File: config.mk
export PLATFORM = sky130hd
export DESIGN_NAME = complex_fixed_iir_filter_unit
export DESIGN_NICKNAME = d
export VERILOG_FILES = /design/src/rtl/cfir_pkg.sv /design/src/rtl/cfir_cmul.sv /design/src/rtl/complex_fixed_iir_filter_unit.sv
export SDC_FILE = /design/constraint.sdc
export NUM_CORES = 2
export LEC_CHECK = 0
export BUFFER_PORTS_ARGS = -buffer_cell sky130_fd_sc_hd__buf_4
export CORE_ASPECT_RATIO = 1.75
export CORE_MARGIN = 5
export CORE_UTILIZATION = 30
export CTS_BUF_LIST = sky130_fd_sc_hd__clkbuf_16
export DETAILED_ROUTE_END_ITERATION = 16
export HOLD_SLACK_MARGIN = 0.06
export MAX_ROUTING_LAYER = met4
export PLACE_DENSITY = 0.55
export SETUP_SLACK_MARGIN = 0.5
export SLEW_MARGIN = 20
export SYNTH_ARGS = -nofsm -noshare
export SYNTH_HDL_FRONTEND = slang
export SYNTH_SLANG_ARGS = --single-unit
File: constraint.sdc
create_clock -name clk_i -period 11.15 [get_ports clk_i]
set_clock_uncertainty 0.05 [all_clocks]
set_input_delay 1.6725 -clock clk_i [delete_from_list [all_inputs] [get_ports clk_i]]
set_output_delay 1.6725 -clock clk_i [all_outputs]
set_load 0.05 [all_outputs]
File: src/rtl/cfir_pkg.sv
// Package for the complex direct form I IIR filter: widths, register indexes,
// sequencer types and the microcode table.
// No dependencies; used by every module of the block.
`timescale 1ns / 1ps

package cfir_pkg;

  // Sample and packed complex widths
  localparam int SAMPLE_W = 16;
  localparam int CPLX_W   = 2 * SAMPLE_W;
  localparam int REG_W    = 32;
  localparam int REG_IDX_W = 3;

  // Parameter defaults for the top level
  localparam int DEF_FEEDFORWARD_TAPS = 3;
  localparam int DEF_FEEDBACK_TAPS    = 3;
  localparam int DEF_FRAC_BITS        = 15;

  // Configuration register indexes
  typedef enum logic [REG_IDX_W-1:0] {
    REG_B0 = 3'd0,
    REG_B1 = 3'd1,
    REG_B2 = 3'd2,
    REG_A1 = 3'd3,
    REG_A2 = 3'd4
  } cfg_reg_e;

  // Multiplier operand source
  typedef enum logic [2:0] {
    OPND_X,
    OPND_X1,
    OPND_X2,
    OPND_Y1,
    OPND_Y2
  } opnd_e;

  // Accumulator operation
  typedef enum logic [1:0] {
    ACC_LOAD,
    ACC_ADD,
    ACC_SUB
  } acc_op_e;

  // Branch / end conditions
  typedef enum logic [1:0] {
    COND_NEVER,
    COND_ALWAYS,
    COND_FF_SHORT,
    COND_FB_SHORT
  } cond_e;

  // Sequencer states
  typedef enum logic [1:0] {
    ST_IDLE,
    ST_RUN,
    ST_FIN,
    ST_WAIT
  } seq_state_e;

  localparam int STEP_W = 3;
  typedef logic [STEP_W-1:0] step_t;

  // One control word per step
  typedef struct packed {
    opnd_e    opnd;
    cfg_reg_e coef;
    acc_op_e  op;
    cond_e    jmp_cond;
    step_t    jmp_tgt;
    cond_e    end_cond;
  } ucode_t;

  // Microcode: one complex MAC per step. A short feedforward section skips the
  // x2 tap; a short feedback section ends after the y1 tap.
  function automatic ucode_t ucode_rom(step_t s);
    ucode_t w;
    unique case (s)
      3'd0:    w = '{OPND_X,  REG_B0, ACC_LOAD, COND_NEVER,    3'd0, COND_NEVER};
      3'd1:    w = '{OPND_X1, REG_B1, ACC_ADD,  COND_FF_SHORT, 3'd3, COND_NEVER};
      3'd2:    w = '{OPND_X2, REG_B2, ACC_ADD,  COND_NEVER,    3'd0, COND_NEVER};
      3'd3:    w = '{OPND_Y1, REG_A1, ACC_SUB,  COND_NEVER,    3'd0, COND_FB_SHORT};
      3'd4:    w = '{OPND_Y2, REG_A2, ACC_SUB,  COND_NEVER,    3'd0, COND_ALWAYS};
      default: w = '{OPND_X,  REG_B0, ACC_LOAD, COND_NEVER,    3'd0, COND_ALWAYS};
    endcase
    return w;
  endfunction

endpackage

File: src/rtl/cfir_cmul.sv
// Shared complex multiplier: four real products truncated to Q format,
// combined and registered. Depends on cfir_pkg.
`timescale 1ns / 1ps

module cfir_cmul
  import cfir_pkg::*;
#(
  parameter int FRAC_BITS = DEF_FRAC_BITS
) (
  input  logic              clk_i,
  input  logic [CPLX_W-1:0] a_i,     // real [15:0], imag [31:16]
  input  logic [CPLX_W-1:0] b_i,     // real [15:0], imag [31:16]
  output logic [CPLX_W-1:0] prod_o   // real [15:0], imag [31:16]
);

  logic signed [2*SAMPLE_W-1:0] p_rr, p_ii, p_ri, p_ir;
  logic [SAMPLE_W-1:0] t_rr, t_ii, t_ri, t_ir;
  logic [CPLX_W-1:0]   prod_d, prod_q;

  // Full products
  assign p_rr = $signed(a_i[SAMPLE_W-1:0])      * $signed(b_i[SAMPLE_W-1:0]);
  assign p_ii = $signed(a_i[CPLX_W-1:SAMPLE_W]) * $signed(b_i[CPLX_W-1:SAMPLE_W]);
  assign p_ri = $signed(a_i[SAMPLE_W-1:0])      * $signed(b_i[CPLX_W-1:SAMPLE_W]);
  assign p_ir = $signed(a_i[CPLX_W-1:SAMPLE_W]) * $signed(b_i[SAMPLE_W-1:0]);

  // Floor truncation is an arithmetic shift; keep 16 bits (wraps)
  assign t_rr = p_rr[FRAC_BITS +: SAMPLE_W];
  assign t_ii = p_ii[FRAC_BITS +: SAMPLE_W];
  assign t_ri = p_ri[FRAC_BITS +: SAMPLE_W];
  assign t_ir = p_ir[FRAC_BITS +: SAMPLE_W];

  assign prod_d = {SAMPLE_W'(t_ri + t_ir), SAMPLE_W'(t_rr - t_ii)};

  // Product register
  always_ff @(posedge clk_i) begin
    prod_q <= prod_d;
  end

  assign prod_o = prod_q;

endmodule

File: src/rtl/complex_fixed_iir_filter_unit.sv
// Complex direct form I IIR filter, Q1.15, microcoded over one shared complex MAC.
// The sequencer runs STEPS = FEEDFORWARD_TAPS + FEEDBACK_TAPS - 1 microcode steps per
// sample (5 by default). Only one sample is in work at a time: an accept cycle, one tap
// per cycle on the shared multiplier, then a product stage; y feedback closes the loop.
// A stalled output holds the sequencer in WAIT until the result can be written.
// Reset (async, active low): coefficients, histories and output valid cleared; output data is not reset.
`timescale 1ns / 1ps

module complex_fixed_iir_filter_unit
  import cfir_pkg::*;
#(
  parameter int FEEDFORWARD_TAPS = DEF_FEEDFORWARD_TAPS,
  parameter int FEEDBACK_TAPS    = DEF_FEEDBACK_TAPS,
  parameter int FRAC_BITS        = DEF_FRAC_BITS
) (
  input  logic                 clk_i,
  input  logic                 rst_ni,
  // Sample input
  input  logic                 s_axis_tvalid,
  output logic                 s_axis_tready,
  input  logic [CPLX_W-1:0]    s_axis_tdata,   // sample_re [15:0], sample_im [31:16]
  // Filtered output
  output logic                 m_axis_tvalid,
  input  logic                 m_axis_tready,
  output logic [CPLX_W-1:0]    m_axis_tdata,   // filtered_re [15:0], filtered_im [31:16]
  // Coefficient write port
  input  logic                 cfg_we_i,
  input  logic [REG_IDX_W-1:0] cfg_addr_i,
  input  logic [REG_W-1:0]     cfg_wdata_i
);

  localparam bit FfShort = (FEEDFORWARD_TAPS < 3);
  localparam bit FbShort = (FEEDBACK_TAPS < 3);

  function automatic logic cond_true(cond_e c);
    logic r;
    unique case (c)
      COND_NEVER:    r = 1'b0;
      COND_ALWAYS:   r = 1'b1;
      COND_FF_SHORT: r = FfShort;
      COND_FB_SHORT: r = FbShort;
      default:       r = 1'b0;
    endcase
    return r;
  endfunction

  seq_state_e state_q, state_d;
  step_t      step_q, step_d;
  ucode_t     uw;

  logic [REG_W-1:0]  coef_b0_q, coef_b1_q, coef_b2_q, coef_a1_q, coef_a2_q;
  logic [CPLX_W-1:0] x_q, x1_q, x2_q, y1_q, y2_q;
  logic [CPLX_W-1:0] opnd, coef, prod;
  logic [CPLX_W-1:0] acc_q, acc_next, result;
  acc_op_e           op_q;
  logic              ctl_vld_q;
  logic              issue, accept, out_free, out_wr;
  logic              m_valid_q;
  logic [CPLX_W-1:0] m_data_q;

  assign accept   = s_axis_tvalid && s_axis_tready;
  assign out_free = !m_valid_q || m_axis_tready;
  assign uw       = ucode_rom(step_q);

  // Coefficient registers
  always_ff @(posedge clk_i or negedge rst_ni) begin
    if (!rst_ni) begin
      coef_b0_q <= '0;
      coef_b1_q <= '0;
      coef_b2_q <= '0;
      coef_a1_q <= '0;
      coef_a2_q <= '0;
    end else if (cfg_we_i) begin
      unique case (cfg_addr_i)
        REG_B0:  coef_b0_q <= cfg_wdata_i;
        REG_B1:  coef_b1_q <= cfg_wdata_i;
        REG_B2:  coef_b2_q <= cfg_wdata_i;
        REG_A1:  coef_a1_q <= cfg_wdata_i;
        REG_A2:  coef_a2_q <= cfg_wdata_i;
        default: ;
      endcase
    end
  end

  // Sequencer: next state, step counter, issue and output write
  always_comb begin
    state_d = state_q;
    step_d  = step_q;
    issue   = 1'b0;
    out_wr  = 1'b0;
    s_axis_tready = (state_q == ST_IDLE);
    unique case (state_q)
      ST_IDLE: begin
        if (s_axis_tvalid) begin
          state_d = ST_RUN;
          step_d  = '0;
        end
      end
      ST_RUN: begin
        issue = 1'b1;
        if (cond_true(uw.end_cond)) begin
          state_d = ST_FIN;
        end else if (cond_true(uw.jmp_cond)) begin
          step_d = uw.jmp_tgt;
        end else begin
          step_d = STEP_W'(step_q + 1'b1);
        end
      end
      ST_FIN: begin
        if (out_free) begin
          out_wr  = 1'b1;
          state_d = ST_IDLE;
        end else begin
          state_d = ST_WAIT;
        end
      end
      ST_WAIT: begin
        if (out_free) begin
          out_wr  = 1'b1;
          state_d = ST_IDLE;
        end
      end
      default: state_d = ST_IDLE;
    endcase
  end

  always_ff @(posedge clk_i or negedge rst_ni) begin
    if (!rst_ni) begin
      state_q   <= ST_IDLE;
      step_q    <= '0;
      ctl_vld_q <= 1'b0;
    end else begin
      state_q   <= state_d;
      step_q    <= step_d;
      ctl_vld_q <= issue;
    end
  end

  // Operand and coefficient selection for the current step
  always_comb begin
    unique case (uw.opnd)
      OPND_X:  opnd = x_q;
      OPND_X1: opnd = x1_q;
      OPND_X2: opnd = x2_q;
      OPND_Y1: opnd = y1_q;
      OPND_Y2: opnd = y2_q;
      default: opnd = x_q;
    endcase
    unique case (uw.coef)
      REG_B0:  coef = coef_b0_q;
      REG_B1:  coef = coef_b1_q;
      REG_B2:  coef = coef_b2_q;
      REG_A1:  coef = coef_a1_q;
      REG_A2:  coef = coef_a2_q;
      default: coef = coef_b0_q;
    endcase
  end

  cfir_cmul #(
    .FRAC_BITS(FRAC_BITS)
  ) u_cmul (
    .clk_i (clk_i),
    .a_i   (opnd),
    .b_i   (coef),
    .prod_o(prod)
  );

  // Accumulator, wraps per 16-bit half
  always_comb begin
    unique case (op_q)
      ACC_LOAD: acc_next = prod;
      ACC_ADD:  acc_next = {SAMPLE_W'(acc_q[CPLX_W-1:SAMPLE_W] + prod[CPLX_W-1:SAMPLE_W]),
                            SAMPLE_W'(acc_q[SAMPLE_W-1:0] + prod[SAMPLE_W-1:0])};
      ACC_SUB:  acc_next = {SAMPLE_W'(acc_q[CPLX_W-1:SAMPLE_W] - prod[CPLX_W-1:SAMPLE_W]),
                            SAMPLE_W'(acc_q[SAMPLE_W-1:0] - prod[SAMPLE_W-1:0])};
      default:  acc_next = prod;
    endcase
  end

  // Final product lands in FIN; in WAIT the sum already sits in acc_q
  assign result = (state_q == ST_FIN) ? acc_next : acc_q;

  always_ff @(posedge clk_i) begin
    if (issue) begin
      op_q <= uw.op;
    end
    if (ctl_vld_q) begin
      acc_q <= acc_next;
    end
    if (accept) begin
      x_q <= s_axis_tdata;
    end
  end

  // Histories shift when the result is committed
  always_ff @(posedge clk_i or negedge rst_ni) begin
    if (!rst_ni) begin
      x1_q <= '0;
      x2_q <= '0;
      y1_q <= '0;
      y2_q <= '0;
    end else if (out_wr) begin
      x1_q <= x_q;
      y1_q <= result;
      if (!FfShort) begin
        x2_q <= x1_q;
      end
      if (!FbShort) begin
        y2_q <= y1_q;
      end
    end
  end

  // Output register
  always_ff @(posedge clk_i or negedge rst_ni) begin
    if (!rst_ni) begin
      m_valid_q <= 1'b0;
    end else if (out_wr) begin
      m_valid_q <= 1'b1;
    end else if (m_axis_tready) begin
      m_valid_q <= 1'b0;
    end
  end

  always_ff @(posedge clk_i) begin
    if (out_wr) begin
      m_data_q <= result;
    end
  end

  assign m_axis_tvalid = m_valid_q;
  assign m_axis_tdata  = m_data_q;

endmodule

==> impl_metrics.json <==
{
  "cts_root_buf": "clkbuf_16",
  "top_layer": "met4",
  "criticalPathCategory": "register to register",
  "wl_per_cell_um": 24.4,
  "grt_pass1_wl_um": 313000,
  "synth_top_area_share": 0.360,
  "multi_input_area_mm2": 0.0409,
  "avgSynthCellArea_um2": 9.30,
  "routed-wl-met3_um": 8360,
  "critPathBufInv": 10,
  "cap_violations": 0,
  "final_area_mm2": 0.0643,
  "synth_warnings": 0,
  "ys_top_cells_by_area": "fa_1, dfrtp_1, ha_1",
  "maxSlewViolCount": 0,
  "initial_utilization": 0.302,
  "drt_iter0_drc": 2397,
  "drcViolationCount": 0,
  "cts_buffers": 42,
  "core_mm2": 0.189,
  "placed_area_mm2": 0.0624,
  "reg2reg_slack_ns": 0.93,
  "crit_path_end_kind": "register",
  "crit_path_max_fanout": 15,
  "synth_edf_count": 98,
  "antenna_found_initial": 1,
  "fillers": 19400,
  "timing_hold_violations_final": 0,
  "yosys.area_share.simple": 0.135,
  "drt-total-wl_um": 214000,
  "ys.flop_type": "dfrtp_1",
  "synthDistinctLibCells": 90,
  "fp.dieH_um": 586,
  "synthXorXnorAreaFrac": 0.0275,
  "synth-seq-area-share": 0.193,
  "cts_tree": "built",
  "io_buffer_count": 105,
  "cp.required_ns": 11.66,
  "final_antenna_net_count": 0,
  "synthAdderAreaFrac": 0.443,
  "setup_viol": 0,
  "worst_hold_path_type": "register to register",
  "met1_length_um": 67200,
  "slew_headroom": 0.227,
  "gp_congestion": 1.01,
  "async_reset_ff_frac": 0.694,
  "ys_seq_elements": 425,
  "crit_top_cell": "buf_4",
  "clock_path_buffers": 3,
  "max_stage_delay_ns": 0.70,
  "nNetsFinal": 7763,
  "synthMuxAreaShare": 0.0378,
  "period_share": 0.917,
  "grt_pass1_vias": 47900,
  "final_common_cell": "inv_1",
  "seq_area_mm2": 0.0110,
  "synth_area_mm2": 0.0569,
  "first_pass_iters": 6,
  "netlist_instances": 6122,
  "critPathSlowestCell": "a221o_1",
  "drive_above_1_share": 0.125,
  "cts.clk_slew.worst_paths_ns": 0.07,
  "synth_top_family_by_area": "adder cells",
  "die_w_um": 339,
  "gr-usage-all-layers": 0.222,
  "min_period_ns": 10.22,
  "gr-total-overflow": 0,
  "critPathLaunchType": "register",
  "dp_hpwl_um": 175000,
  "synth_top_cell_by_area": "fa_1",
  "io_pins": 106,
  "core.rowCount": 211,
  "final_cell_mix": "inv_1, nand2_1, fa_1",
  "htree_levels": 2,
  "postLayoutCoreUtil": 0.341,
  "die_area_mm2": 0.199,
  "cp_top_family": "adder cells",
  "arrival_ns": 10.73,
  "met2RoutedLength_um": 111000,
  "grt_start_max_net_pins": 152,
  "synth_compound_area_frac": 0.0647,
  "synth_nets": 7594,
  "clkSinkCount": 425,
  "status": "finished clean",
  "clock.fmax_mhz": 97.8,
  "tns_ns": 0,
  "clk_latency_ns": 0.64,
  "max_slew.worst_pin.slew_ns": 1.15,
  "vias_per_cell": 4.95,
  "grt_setup_unrepaired": "no",
  "syn_to_final_growth_pct": 13.0,
  "vias": 43400
}
==> cells by family after synthesis <==
logic type / after synthesis
buffers and inverters: 1498
and+or+nand+nor: 1906
xor gates and xnor gates: 179
DFF: 425
muxes: 192
AOI/OAI and AO/OA: 522
adders and majority gates: 1400
==> stage by stage <==
step	setup slack (ns)	cells	hold slack, ns
finish	0.926	8773	0.431
global route	0.442	8773	0.452
CTS	0.507	8752	0.434
detailed placement	0.474	8676	0.415
global placement	0.474	8676	0.408
floorplan	1.02	6122	0.387
==> final timing paths <==
path                       startpoint                 to  cells past startpoint
setup / recovery            step_q[0]  u_cmul.prod_o[14]                     41
hold / removal               x2_q[28]           x2_q[28]                      2
setup reg to reg            step_q[0]  u_cmul.prod_o[14]                     41
hold reg to reg              x2_q[28]           x2_q[28]                      2
max in group asynchronous      rst_ni           y1_q[22]                      3
min in group asynchronous      rst_ni      coef_a2_q[25]                      1
==> registers in the layout, indices dropped and copies added, names as in the netlist <==
name	count
acc_q	32
coef_a1_q	32
coef_a2_q	32
coef_b0_q	32
coef_b1_q	32
coef_b2_q	32
ctl_vld_q	1
m_axis_tdata	32
m_axis_tvalid	1
op_q	2
state_q	2
step_q	3
u_cmul.prod_o	32
x1_q	32
x2_q	32
x_q	32
y1_q	32
y2_q	32
==> cell type report <==
type | count | area share
antenna | 1 | 0.0000389
timing repair buffer | 404 | 0.0511
sequential | 425 | 0.171
clock inverter | 32 | 0.00562
clock buffer | 44 | 0.0171
inverter | 1218 | 0.0712
tap | 2449 | 0.0477
multi-input combinational | 4200 | 0.637
==> routing by layer <==
metal,vias up,global-route usage
met2,1344,0.401
li1,19000,-
met1,22500,0.205
met4,0,0.208
met5,-,-
met3,599,0.0206
==> Yosys cell counts (7+ instances only) <==
library cell / n
buf_2: 9
o2bb2ai_1: 7
o32ai_1: 8
a31oi_1: 9
nand4_1: 9
o21ai_0: 82
o22ai_1: 33
or2_2: 20
xor2_1: 34
a21boi_0: 10
o21a_1: 14
nor3_1: 23
a221o_1: 14
ha_1: 376
nor2b_1: 21
fa_1: 1024
buf_1: 26
a221oi_1: 12
nand2b_1: 45
a21o_1: 35
o31ai_1: 13
a21oi_1: 100
a211oi_1: 14
clkbuf_1: 243
inv_1: 1218
dfrtp_1: 295
dfxtp_1: 32
nand2_1: 1028
edfxtp_1: 98
mux2_2: 186
nor2_1: 677
nand3_1: 18
o22a_1: 32
a22oi_1: 53
o21bai_1: 18
xnor2_1: 145
nand3b_1: 13
and3_1: 11
==> worst reg2reg max path: cells and delay by family, from the launching register on <==
kind / cells / cell delay, ns
compound gates: 11 / 2.68
simple gates: 8 / 1.11
flops: 1 / 0.44
buf+inv: 10 / 1.77
xor+xnor: 2 / 0.29
fa+ha+maj: 10 / 3.85
==> what timing repair did <==
| item | CTS | global route |
|---|---|---|
| gates cloned | 0 | 3 |
| gates resized for setup | 1 | 79 |
| pin swaps | 2 | 9 |
| hold buffers | 0 | 0 |
| setup endpoints to repair | 3 | 13 |
| setup buffers | 0 | 17 |
Power is not shown: default switching activity piles up to over one toggle a cycle in this logic, so the estimate is an artifact.
